==> config.mk <==
export PLATFORM = sky130hd
export DESIGN_NAME = shell_word_tokenizer_core
export DESIGN_NICKNAME = d
export VERILOG_FILES = /design/src/sv/swt_pkg.sv /design/src/sv/swt_front.sv /design/src/sv/swt_queue.sv /design/src/sv/swt_back.sv /design/src/sv/shell_word_tokenizer_core.sv
export SDC_FILE = /design/constraint.sdc
export NUM_CORES = 1
export LEC_CHECK = 0
export BUFFER_PORTS_ARGS = -buffer_cell sky130_fd_sc_hd__buf_2
export CORE_UTILIZATION = 45
export CTS_CLUSTER_DIAMETER = 30
export DETAILED_ROUTE_END_ITERATION = 8
export HOLD_SLACK_MARGIN = 0.15
export SLEW_MARGIN = 30
export SYNTH_ARGS = -nofsm -noshare
export SYNTH_HDL_FRONTEND = slang
export SYNTH_SLANG_ARGS = --single-unit
==> constraint.sdc <==
create_clock -name clock -period 2 [get_ports clock]
set_input_delay 0.3 -clock clock [delete_from_list [all_inputs] [get_ports clock]]
set_output_delay 0.3 -clock clock [all_outputs]
set_load 0.1 [all_outputs]
==> src/sv/swt_pkg.sv <==
package swt_pkg;

   // Queue between the classifier and the tokenizer state machine.
   localparam int QUEUE_DEPTH = 2;
   localparam int QUEUE_PTR_W = (QUEUE_DEPTH > 1) ? $clog2(QUEUE_DEPTH) : 1;
   localparam int QUEUE_CNT_W = $clog2(QUEUE_DEPTH + 1);

   localparam int CHAR_W      = 8;
   localparam int REQ_DATA_W  = 8;
   localparam int RSP_DATA_W  = 16;

   // Bit positions inside the response tdata.
   localparam int RSP_WORD_END_BIT = 8;
   localparam int RSP_REJECT_BIT   = 9;

   // Character codes with a meaning to the tokenizer.
   localparam logic [CHAR_W-1:0] CH_TAB    = 8'h09;
   localparam logic [CHAR_W-1:0] CH_LF     = 8'h0A;
   localparam logic [CHAR_W-1:0] CH_CR     = 8'h0D;
   localparam logic [CHAR_W-1:0] CH_SPACE  = 8'h20;
   localparam logic [CHAR_W-1:0] CH_SQUOTE = 8'h27;
   localparam logic [CHAR_W-1:0] CH_DQUOTE = 8'h22;
   localparam logic [CHAR_W-1:0] CH_BSLASH = 8'h5C;
   localparam logic [CHAR_W-1:0] CH_PIPE   = 8'h7C;
   localparam logic [CHAR_W-1:0] CH_AMP    = 8'h26;
   localparam logic [CHAR_W-1:0] CH_SEMI   = 8'h3B;
   localparam logic [CHAR_W-1:0] CH_LT     = 8'h3C;
   localparam logic [CHAR_W-1:0] CH_GT     = 8'h3E;
   localparam logic [CHAR_W-1:0] CH_BTICK  = 8'h60;
   localparam logic [CHAR_W-1:0] CH_DOLLAR = 8'h24;
   localparam logic [CHAR_W-1:0] CH_STAR   = 8'h2A;
   localparam logic [CHAR_W-1:0] CH_QMARK  = 8'h3F;
   localparam logic [CHAR_W-1:0] CH_LBRACK = 8'h5B;
   localparam logic [CHAR_W-1:0] CH_RBRACK = 8'h5D;
   localparam logic [CHAR_W-1:0] CH_LBRACE = 8'h7B;
   localparam logic [CHAR_W-1:0] CH_RBRACE = 8'h7D;
   localparam logic [CHAR_W-1:0] CH_TILDE  = 8'h7E;
   localparam logic [CHAR_W-1:0] CH_LPAREN = 8'h28;
   localparam logic [CHAR_W-1:0] CH_RPAREN = 8'h29;
   localparam logic [CHAR_W-1:0] CH_VTAB   = 8'h0B;
   localparam logic [CHAR_W-1:0] CH_FFEED  = 8'h0C;

   // Character class as seen by the state machine.
   typedef enum logic [2:0] {
      CLS_OTHER,
      CLS_SQUOTE,
      CLS_DQUOTE,
      CLS_BSLASH,
      CLS_BLANK
   } char_class_type;

   typedef struct packed {
      char_class_type cls;
      logic           plain_ctrl;  // control syntax outside quotes
      logic           dq_special;  // rejected inside double quotes
   } class_info_type;

   // One queued request after classification.
   typedef struct packed {
      logic [CHAR_W-1:0] char_code;
      logic              is_final;
      class_info_type    info;
   } queue_entry_type;

endpackage

==> src/sv/swt_front.sv <==
module swt_front (
   input  logic                              req_tvalid,
   output logic                              req_tready,
   input  logic [swt_pkg::REQ_DATA_W-1:0]    req_tdata,   // [7:0] char_code
   input  logic                              req_tlast,   // is_final
   output logic                              push_valid,
   input  logic                              push_ready,
   output swt_pkg::queue_entry_type          push_data
);
   import swt_pkg::*;

   class_info_type info;
   logic [CHAR_W-1:0] ch;

   // Classify the incoming character; the queue absorbs the request directly.
   always_comb begin
      ch              = req_tdata[CHAR_W-1:0];
      info.cls        = CLS_OTHER;
      info.plain_ctrl = 1'b0;
      info.dq_special = 1'b0;
      if (ch == CH_SQUOTE) begin
         info.cls = CLS_SQUOTE;
      end else if (ch == CH_DQUOTE) begin
         info.cls = CLS_DQUOTE;
      end else if (ch == CH_BSLASH) begin
         info.cls = CLS_BSLASH;
      end else if (ch == CH_SPACE || ch == CH_TAB || ch == CH_LF || ch == CH_VTAB ||
                   ch == CH_FFEED || ch == CH_CR) begin
         info.cls = CLS_BLANK;
      end
      info.plain_ctrl = (ch == CH_LF) || (ch == CH_CR) || (ch == CH_PIPE) ||
                        (ch == CH_AMP) || (ch == CH_SEMI) || (ch == CH_LT) ||
                        (ch == CH_GT) || (ch == CH_BTICK) || (ch == CH_DOLLAR) ||
                        (ch == CH_STAR) || (ch == CH_QMARK) || (ch == CH_LBRACK) ||
                        (ch == CH_RBRACK) || (ch == CH_LBRACE) || (ch == CH_RBRACE) ||
                        (ch == CH_TILDE) || (ch == CH_LPAREN) || (ch == CH_RPAREN);
      info.dq_special = (ch == CH_BTICK) || (ch == CH_DOLLAR);
   end

   assign push_valid          = req_tvalid;
   assign req_tready          = push_ready;
   assign push_data.char_code = ch;
   assign push_data.is_final  = req_tlast;
   assign push_data.info      = info;

endmodule

==> src/sv/swt_queue.sv <==
module swt_queue (
   input  logic                       clock,
   input  logic                       reset,
   input  logic                       push_valid,
   output logic                       push_ready,
   input  swt_pkg::queue_entry_type   push_data,
   output logic                       pop_valid,
   input  logic                       pop_ready,
   output swt_pkg::queue_entry_type   pop_data
);
   import swt_pkg::*;

   queue_entry_type             entry_ff [QUEUE_DEPTH];
   logic [QUEUE_PTR_W-1:0]      wr_ptr_ff, wr_ptr_in;
   logic [QUEUE_PTR_W-1:0]      rd_ptr_ff, rd_ptr_in;
   logic [QUEUE_CNT_W-1:0]      count_ff, count_in;
   logic                        push, pop;

   assign push_ready = (count_ff != QUEUE_CNT_W'(QUEUE_DEPTH));
   assign pop_valid  = (count_ff != '0);
   assign pop_data   = entry_ff[rd_ptr_ff];
   assign push       = push_valid && push_ready;
   assign pop        = pop_valid && pop_ready;

   // Pointer and fill count update.
   always_comb begin
      wr_ptr_in = wr_ptr_ff;
      rd_ptr_in = rd_ptr_ff;
      count_in  = count_ff;
      if (push) begin
         wr_ptr_in = (wr_ptr_ff == QUEUE_PTR_W'(QUEUE_DEPTH - 1)) ? '0 : wr_ptr_ff + 1'b1;
      end
      if (pop) begin
         rd_ptr_in = (rd_ptr_ff == QUEUE_PTR_W'(QUEUE_DEPTH - 1)) ? '0 : rd_ptr_ff + 1'b1;
      end
      if (push && !pop) begin
         count_in = count_ff + 1'b1;
      end else if (pop && !push) begin
         count_in = count_ff - 1'b1;
      end
   end

   always_ff @(posedge clock) begin
      if (reset) begin
         wr_ptr_ff <= '0;
         rd_ptr_ff <= '0;
         count_ff  <= '0;
      end else begin
         wr_ptr_ff <= wr_ptr_in;
         rd_ptr_ff <= rd_ptr_in;
         count_ff  <= count_in;
      end
   end

   // Entry storage needs no reset.
   always_ff @(posedge clock) begin
      if (push) begin
         entry_ff[wr_ptr_ff] <= push_data;
      end
   end

endmodule

==> src/sv/swt_back.sv <==
module swt_back (
   input  logic                            clock,
   input  logic                            reset,
   input  logic                            pop_valid,
   output logic                            pop_ready,
   input  swt_pkg::queue_entry_type        pop_data,
   output logic                            rsp_tvalid,
   input  logic                            rsp_tready,
   output logic [swt_pkg::RSP_DATA_W-1:0]  rsp_tdata,
   output logic                            rsp_tuser,
   output logic                            rsp_tlast
);
   import swt_pkg::*;

   typedef enum logic [1:0] {
      MODE_PLAIN,
      MODE_SINGLE,
      MODE_DOUBLE
   } mode_type;

   mode_type          mode_ff, mode_in;
   logic              escape_ff, escape_in;
   logic              in_word_ff, in_word_in;
   logic              reject_ff, reject_in;

   logic              rsp_valid_ff;
   logic [CHAR_W-1:0] word_char_ff, word_char_in;
   logic              char_valid_ff, char_valid_in;
   logic              word_end_ff, word_end_in;
   logic              cmd_end_ff, cmd_end_in;
   logic              rsp_reject_ff, rsp_reject_in;

   logic              step;
   class_info_type    info;

   // A new request is taken whenever the output register is free or draining.
   assign pop_ready = !rsp_valid_ff || rsp_tready;
   assign step      = pop_valid && pop_ready;
   assign info      = pop_data.info;

   // Tokenizer state update for one character.
   always_comb begin
      mode_in       = mode_ff;
      escape_in     = escape_ff;
      in_word_in    = in_word_ff;
      reject_in     = reject_ff;
      char_valid_in = 1'b0;
      word_end_in   = 1'b0;
      rsp_reject_in = 1'b0;
      if (escape_ff) begin
         escape_in     = 1'b0;
         in_word_in    = 1'b1;
         char_valid_in = 1'b1;
      end else begin
         case (mode_ff)
            MODE_PLAIN: begin
               if (info.plain_ctrl) begin
                  reject_in = 1'b1;
               end
               case (info.cls)
                  CLS_SQUOTE: begin
                     in_word_in = 1'b1;
                     mode_in    = MODE_SINGLE;
                  end
                  CLS_DQUOTE: begin
                     in_word_in = 1'b1;
                     mode_in    = MODE_DOUBLE;
                  end
                  CLS_BSLASH: begin
                     in_word_in = 1'b1;
                     escape_in  = 1'b1;
                  end
                  CLS_BLANK: begin
                     if (in_word_ff) begin
                        word_end_in = 1'b1;
                        in_word_in  = 1'b0;
                     end
                  end
                  default: begin
                     in_word_in    = 1'b1;
                     char_valid_in = 1'b1;
                  end
               endcase
            end
            MODE_SINGLE: begin
               if (info.cls == CLS_SQUOTE) begin
                  mode_in = MODE_PLAIN;
               end else begin
                  char_valid_in = 1'b1;
               end
            end
            default: begin
               // Double-quoted text; an unused mode code behaves the same way.
               if (info.cls == CLS_DQUOTE) begin
                  mode_in = MODE_PLAIN;
               end else if (info.cls == CLS_BSLASH) begin
                  escape_in = 1'b1;
               end else begin
                  if (info.dq_special) begin
                     reject_in = 1'b1;
                  end
                  char_valid_in = 1'b1;
               end
            end
         endcase
      end

      // End of command: final verdict, then back to the idle state.
      if (pop_data.is_final) begin
         if (escape_in || mode_in != MODE_PLAIN) begin
            reject_in = 1'b1;
         end
         if (in_word_in) begin
            word_end_in = 1'b1;
         end
         rsp_reject_in = reject_in;
         mode_in       = MODE_PLAIN;
         escape_in     = 1'b0;
         in_word_in    = 1'b0;
         reject_in     = 1'b0;
      end

      cmd_end_in   = pop_data.is_final;
      word_char_in = char_valid_in ? pop_data.char_code : '0;
   end

   // Control state and the response valid flag.
   always_ff @(posedge clock) begin
      if (reset) begin
         mode_ff      <= MODE_PLAIN;
         escape_ff    <= 1'b0;
         in_word_ff   <= 1'b0;
         reject_ff    <= 1'b0;
         rsp_valid_ff <= 1'b0;
      end else begin
         if (step) begin
            mode_ff    <= mode_in;
            escape_ff  <= escape_in;
            in_word_ff <= in_word_in;
            reject_ff  <= reject_in;
         end
         if (pop_ready) begin
            rsp_valid_ff <= pop_valid;
         end
      end
   end

   // Response payload register.
   always_ff @(posedge clock) begin
      if (step) begin
         word_char_ff  <= word_char_in;
         char_valid_ff <= char_valid_in;
         word_end_ff   <= word_end_in;
         cmd_end_ff    <= cmd_end_in;
         rsp_reject_ff <= rsp_reject_in;
      end
   end

   always_comb begin
      rsp_tdata                   = '0;
      rsp_tdata[CHAR_W-1:0]       = word_char_ff;
      rsp_tdata[RSP_WORD_END_BIT] = word_end_ff;
      rsp_tdata[RSP_REJECT_BIT]   = rsp_reject_ff;
   end

   assign rsp_tvalid = rsp_valid_ff;
   assign rsp_tuser  = char_valid_ff;
   assign rsp_tlast  = cmd_end_ff;

endmodule

==> src/sv/shell_word_tokenizer_core.sv <==
// Shell word tokenizer: takes a command one byte per request, the last byte marked
// by req_tlast, and returns one response per byte carrying at most one word character
// (valid when rsp_tuser is high), a word-end flag, and on the response with rsp_tlast
// high the reject verdict for the whole command. It sustains one byte per clock cycle
// while rsp_tready stays high. A request accepted by the classifier is stored in the
// classifier queue, then moves into the tokenizer's output register, from which its
// response is taken. While the response side stalls, the block holds up to three
// requests (two in the queue, one in the output register) before it drops req_tready.
module shell_word_tokenizer_core (
   input  logic                            clock,
   input  logic                            reset,
   input  logic                            req_tvalid,
   output logic                            req_tready,
   input  logic [swt_pkg::REQ_DATA_W-1:0]  req_tdata,   // [7:0] char_code
   input  logic                            req_tlast,   // is_final
   output logic                            rsp_tvalid,
   input  logic                            rsp_tready,
   output logic [swt_pkg::RSP_DATA_W-1:0]  rsp_tdata,   // [7:0] word_char, [8] word_end,
                                                         // [9] reject, [15:10] zero
   output logic                            rsp_tuser,   // char_valid
   output logic                            rsp_tlast    // command_end
);
   import swt_pkg::*;

   logic            push_valid, push_ready;
   queue_entry_type push_data;
   logic            pop_valid, pop_ready;
   queue_entry_type pop_data;

   swt_front u_front (
      .req_tvalid (req_tvalid),
      .req_tready (req_tready),
      .req_tdata  (req_tdata),
      .req_tlast  (req_tlast),
      .push_valid (push_valid),
      .push_ready (push_ready),
      .push_data  (push_data)
   );

   swt_queue u_queue (
      .clock      (clock),
      .reset      (reset),
      .push_valid (push_valid),
      .push_ready (push_ready),
      .push_data  (push_data),
      .pop_valid  (pop_valid),
      .pop_ready  (pop_ready),
      .pop_data   (pop_data)
   );

   swt_back u_back (
      .clock      (clock),
      .reset      (reset),
      .pop_valid  (pop_valid),
      .pop_ready  (pop_ready),
      .pop_data   (pop_data),
      .rsp_tvalid (rsp_tvalid),
      .rsp_tready (rsp_tready),
      .rsp_tdata  (rsp_tdata),
      .rsp_tuser  (rsp_tuser),
      .rsp_tlast  (rsp_tlast)
   );

endmodule

==> Yosys cells after proc, flatten, opt, wreduce, memory -nomap -nowiden <==
Memory sizes are Yosys's and may differ from the RTL's. A register that Yosys moved wholly into a read port is not among the register bits.
Index checks and enable logic that the tools add are counted.
{ "classes": {"addsub": 4, "n_eq_ne": 31, "n_mux": 47, "n_reduce_logical": 37} }
{ "ops": {"columns": ["op", "count"], "rows": [
  ["equality test 8 x 6 -> 1 bit (second input constant)", 12],
  ["equality test 8 x 7 -> 1 bit (second input constant)", 8],
  ["equality test 8 x 4 -> 1 bit (second input constant)", 5],
  ["2-to-1 mux 1 bit", 32],
  ["logical OR 1 bit", 25],
  ["2-to-1 mux 2 bit", 6],
  ["2-to-1 mux 3 bit", 4],
  ["case mux 2 bit (2 select lines)", 2],
  ["equality test 3 x 2 -> 1 bit (second input constant)", 2],
  ["case mux 1 bit (2 select lines)", 3],
  ["nonzero test 2 bit", 3],
  ["logical AND 1 bit", 4],
  ["OR reduction 4 bit", 1],
  ["equality test 3 x 1 -> 1 bit (second input constant)", 1],
  ["equality test 3 bit (second input constant)", 1],
  ["zero test 1 bit", 3],
  ["adder 1 bit (second input constant)", 2],
  ["adder 2 x 1 -> 2 bit (second input constant)", 1],
  ["equality test 2 x 1 -> 1 bit (second input constant)", 1],
  ["zero test 2 bit", 1],
  ["!= test 2 bit (second input constant)", 1],
  ["subtractor 2 x 1 -> 2 bit (second input constant)", 1]
]} }
{ "totals": {"ff_bits": 22, "ram_bits": 28, "in_bits": 13, "output_inout_bits": 20, "word_cells": 133, "memories": 1} }
{ "memory_table": {"columns": ["memory", "words", "word_bits", "read_ports", "rd_clocked_by_memory_dff", "write_ports", "line", "source"], "rows": [
  ["u_queue.entry_ff", 2, 14, 1, 1, 1, "swt_queue.sv:13", "queue_entry_type entry_ff [QUEUE_DEPTH];"]
]} }

==> Logic depth before layout (Yosys ltp) <==
{ "depth": {"word_depth": 18, "depth_mapped": 7, "mapped_depth_nobuf": 7} }

==> Hierarchy <==
From an unflattened synthesis, not the netlist that was laid out.
{ "hier_totals": {"hier_cells": 202, "hier_area_um2": 2506.2} }
{ "by_module_without_submodules": {"columns": ["module", "instances", "cells_each", "area_per_inst_um2", "seq_area_each_um2"], "rows": [
  ["swt_queue", 1, 67, 1226.2, 940.9],
  ["swt_back", 1, 87, 917.1, 480.5],
  ["swt_front", 1, 48, 362.8, 0.0]
]} }

==> Worst setup path before layout <==
OpenSTA, ideal clock, no wires.
{ "synth_timing": {"path_kind": "flip-flop to flip-flop", "startpoint": "register u_queue.count_ff[0]", "endpoint": "memory u_queue.entry_ff[0][0] in the netlist's numbering, enable pin", "setup_ps": 384, "t_arrival_ps": 2102, "required_time_ps": 1616, "setup_slack_ps": -487, "stages_incl_launch_ff": 4, "path_buffers": 0, "synth_period_minus_slack_ps": 2487, "path_cell_list": "dfxtp_1 > nand2b_1 > nand2_1 > nor2_1"} }
{ "synth_via": {"elab_chain_cells": 4} }
{ "synth_lines": {"columns": ["element", "line", "source"], "rows": [
  ["start, declared", "swt_queue.sv:16", "logic [QUEUE_CNT_W-1:0] count_ff, count_in;"],
  ["start signal, assigned", "swt_queue.sv:51", "count_ff <= count_in;"],
  ["!= test 2 bit", "swt_queue.sv:19", "assign push_ready = (count_ff != QUEUE_CNT_W'(QUEUE_DEPTH));"],
  ["via req_tready", "shell_word_tokenizer_core.sv:13", "output logic req_tready,"],
  ["logical AND 1 bit", "swt_queue.sv:22", "assign push = push_valid && push_ready;"],
  ["2-to-1 mux 1 bit", "swt_queue.sv:57", "if (push) begin"],
  ["2-to-1 mux 1 bit (not written as such)", "swt_queue.sv:58", "entry_ff[wr_ptr_ff] <= push_data;"],
  ["end, declared", "swt_queue.sv:13", null]
]} }
The timed path passes the listed nets, and every way through them passes these cells.

==> flow_summary.toml <==
[floorplanning]
ios = 33
row_count = 26
die_area_um2 = 5630
die_x_um = 75.0
die_height_um = 75.0
start_util_pct = 47.0
core_area_um2 = 5110

[logic_synthesis]
post_synth_num_cell_types = 47
yosysWarnings = 0
synthTopCellsByArea = "edfxtp_1 50%, dfxtp_1 9.2%, mux2i_1 5.4%"
synthArstFlopShare_pct = 0
synth_area_um2 = 2400
ys.flop_type = "edfxtp_1"
synth_cells = 197
yosysTopAreaCell = "edfxtp_1"
avgSynthCellArea_um2 = 12.2
ys_ff_latch = 51
yosysSeqAreaShare_pct = 59.2
synth_edf_count = 40
yosys.area.top_type_share_pct = 50.1

[hold_path]
whs_path_depth = 1
hold_class = "input pin to flop"
hp-start = "req_tlast"
hold_path_end = "u_queue.entry_ff[1][5]$_DFFE_PP_"

[timing]
finalCriticalPeriod_ps = 1770
rsz0062_at_grt = "false"
setup-tns-final_ps = 0
slew_violations = 0
skew_ps = 3.11
hold_viol_final = 0
post-route-period-util_pct = 88.3
fmax_mhz = 566
setup_violations = 0

[cells_and_area]
finalNetCount = 237
multi_input_area_um2 = 877
register_area_um2 = 1420
most-common-layout-cells = "40 x edfxtp_1, 26 x buf_2, 20 x nor2_1"
drive_gt1_share_pct = 23.2
layout_commonest_cell = "edfxtp_1"
final_area_um2 = 2660
layout.cells.non_filler = 294
diodes = 0
nFillCells = 454
synthToLayoutAreaGrowth_pct = 11.0

[pwr]
pwr-share-clk_pct = 13.4
sequentialPowerShare_pct = 37.6
p_sw_share_pct = 48.3
combPwrFrac_pct = 49.0
finalPower_mw = 4.40
p_switching_mw = 2.12
vdd_drop_max_v = 0.00117
power_density_nw_per_um2 = 1650
internal_power_mw = 2.27
p_leak_nw = 0.965

[clock_network]
clockBufferDepth = 2
root_buffer = "clkbuf_8"
clkSlewWorstSetupHoldPaths_ps = 90
ctsResizeCount = 0
post_cts_buffers = 0
clk_latency_ps = 300
clock-sinks = 51
cts_tree = "done"
cts_htree_levels = 2
hold_buffers = 0
cts-buffers-inserted = 5

[placed_design]
dp_cells = 286
placed_area_um2 = 2570
portBuffers = 26
hpwl_mm = 3.01
place_congestion = 0.822

[global_route]
grt_antenna_before_repair = 0
grt-ovfl-total = 0
track_usage_pct = 16.1
grt_pass1_wl_mm = 6.69
grt_pass1_vias = 1501
grt_max_degree = 17

[detailed_routing]
ant_nets = 0
num_vias = 1561
finalWirelength_mm = 4.20
drc_errors = 0
vias_per_cell = 5.31
wire_per_inst_um = 14.3
drtIter0Drc = 65
first_pass_iters = 4

[setup_path]
crit_path_end_kind = "flop"
rr_endpoint = "u_back.word_char_ff[5]$_SDFFCE_PN0P_"
worstPathRequired_ps = 2060
critPathArrivalTime_ps = 1820
reg2reg_slack_ps = 230
critPathMaxFanout = 9
worstSetupPathType = "flop to flop"
r2r_cells = 5
cp-start-kind = "flop"

[run]
drv_cap = 0

[run_status]
outcome = "complete, no violations"
==> area by class of cell <==
cell class,instances,area share (%)
Tap cell,70,3.29
Clock buffer,6,2.72
Sequential cell,51,53.5
Clock inverter,2,0.611
Inverter,5,0.705
Timing Repair Buffer,31,6.29
Multi-Input combinational cell,129,32.9
==> power by group through the flow <==
stage,Sequential [mW],Combinational [mW],Clock (mW)
floorplan,2.39,1.12,0
global placement,1.66,2.12,0
detailed placement,1.68,2.16,0
CTS,1.65,2.17,0.607
global route,1.69,2.29,0.651
finish,1.65,2.15,0.591
==> state kept, by name, summed over array words and instances (netlist names), named ones only <==
signal and cells:
u_queue.rd_ptr_ff 1, u_back.rsp_tlast 1, u_back.rsp_reject_ff 1, u_back.rsp_tuser 1, u_queue.entry_ff 28, u_back.word_end_ff 1, u_back.in_word_ff 1, u_back.word_char_ff 8
u_back.mode_ff 2, u_back.escape_ff 1, u_queue.wr_ptr_ff 1, u_queue.count_ff 2, u_back.rsp_tvalid 1, u_back.reject_ff 1
==> synthesized netlist by cell type, drive strengths merged (3+ instances only) <==
cell    number
a21oi       11
nand2b       7
nand2        9
inv          5
nor4         5
clkbuf       4
nand3b       3
mux2i       14
nor2        21
nor3         4
edfxtp      40
mux2         5
dfxtp       11
o21ai       11
buf         13
xor2         4
nor2b        5
==> worst max-delay path, stage by stage (launching register included) <==
cell	delay, ps
dfxtp_2	450
mux2_4	350
nor4_1	240
o21ai_1	140
a21oi_4	250
nor2_1	80
==> cells by family (layout without fill, tap and decap cells) <==
family / Yosys count / after routing / share of synthesized area [%]
AO/OA/AOI/OAI: 31 / 31 / 8.03
XOR/XNOR: 5 / 5 / 1.82
adder cells (fa/ha/maj): 1 / 1 / 0.521
buffers and inverters: 22 / 44 / 5.21
flip-flops: 51 / 51 / 59.2
multiplexers: 19 / 19 / 9.02
other: 1 / 6 / 0.156
AND/OR/NAND/NOR: 67 / 67 / 16.0
==> worst max path at each step <==
stage | end | cells after the start | slack, ps | startpoint
2_1_floorplan | u_queue.count_ff[1]$_SDFFE_PP0P_ | 6 | 10 | u_queue.count_ff[0]$_SDFFE_PP0P_
3_3_place_gp | u_back.word_char_ff[2]$_SDFFCE_PN0P_ | 5 | 170 | flop
3_5_place_dp | u_back.word_char_ff[5]$_SDFFCE_PN0P_ | 5 | 100 | flop
4_1_cts | u_back.word_char_ff[5]$_SDFFCE_PN0P_ | 5 | 90 | flop
5_1_grt | u_back.word_char_ff[7]$_SDFFCE_PN0P_ | 5 | 120 | flop
6_report | u_back.word_char_ff[5]$_SDFFCE_PN0P_ | 5 | 230 | flop
==> layer usage <==
metal	wire length, um	vias up	part of all wire [%]	GRT usage [%]
met3	124	9	3.0	4.02
met2	2070	33	49	26.7
met4	95	0	2.3	8.18
met5	0	-	0	0
li1	-	755	-	-
met1	1910	764	45	19.4
==> through the flow <==
stage / hold WS (ps) / setup slack, ps / utilization [%]
final: 185 / 235 / 52.2
after global routing: 186 / 124 / 52.2
after CTS: 175 / 89.7 / 52.1
after detailed placement: 493 / 102 / 50.4
after global placement: 477 / 167 / 50.4
after floorplan: 379 / 12.4 / -
Note: power is estimated with default switching activity, not from simulation.
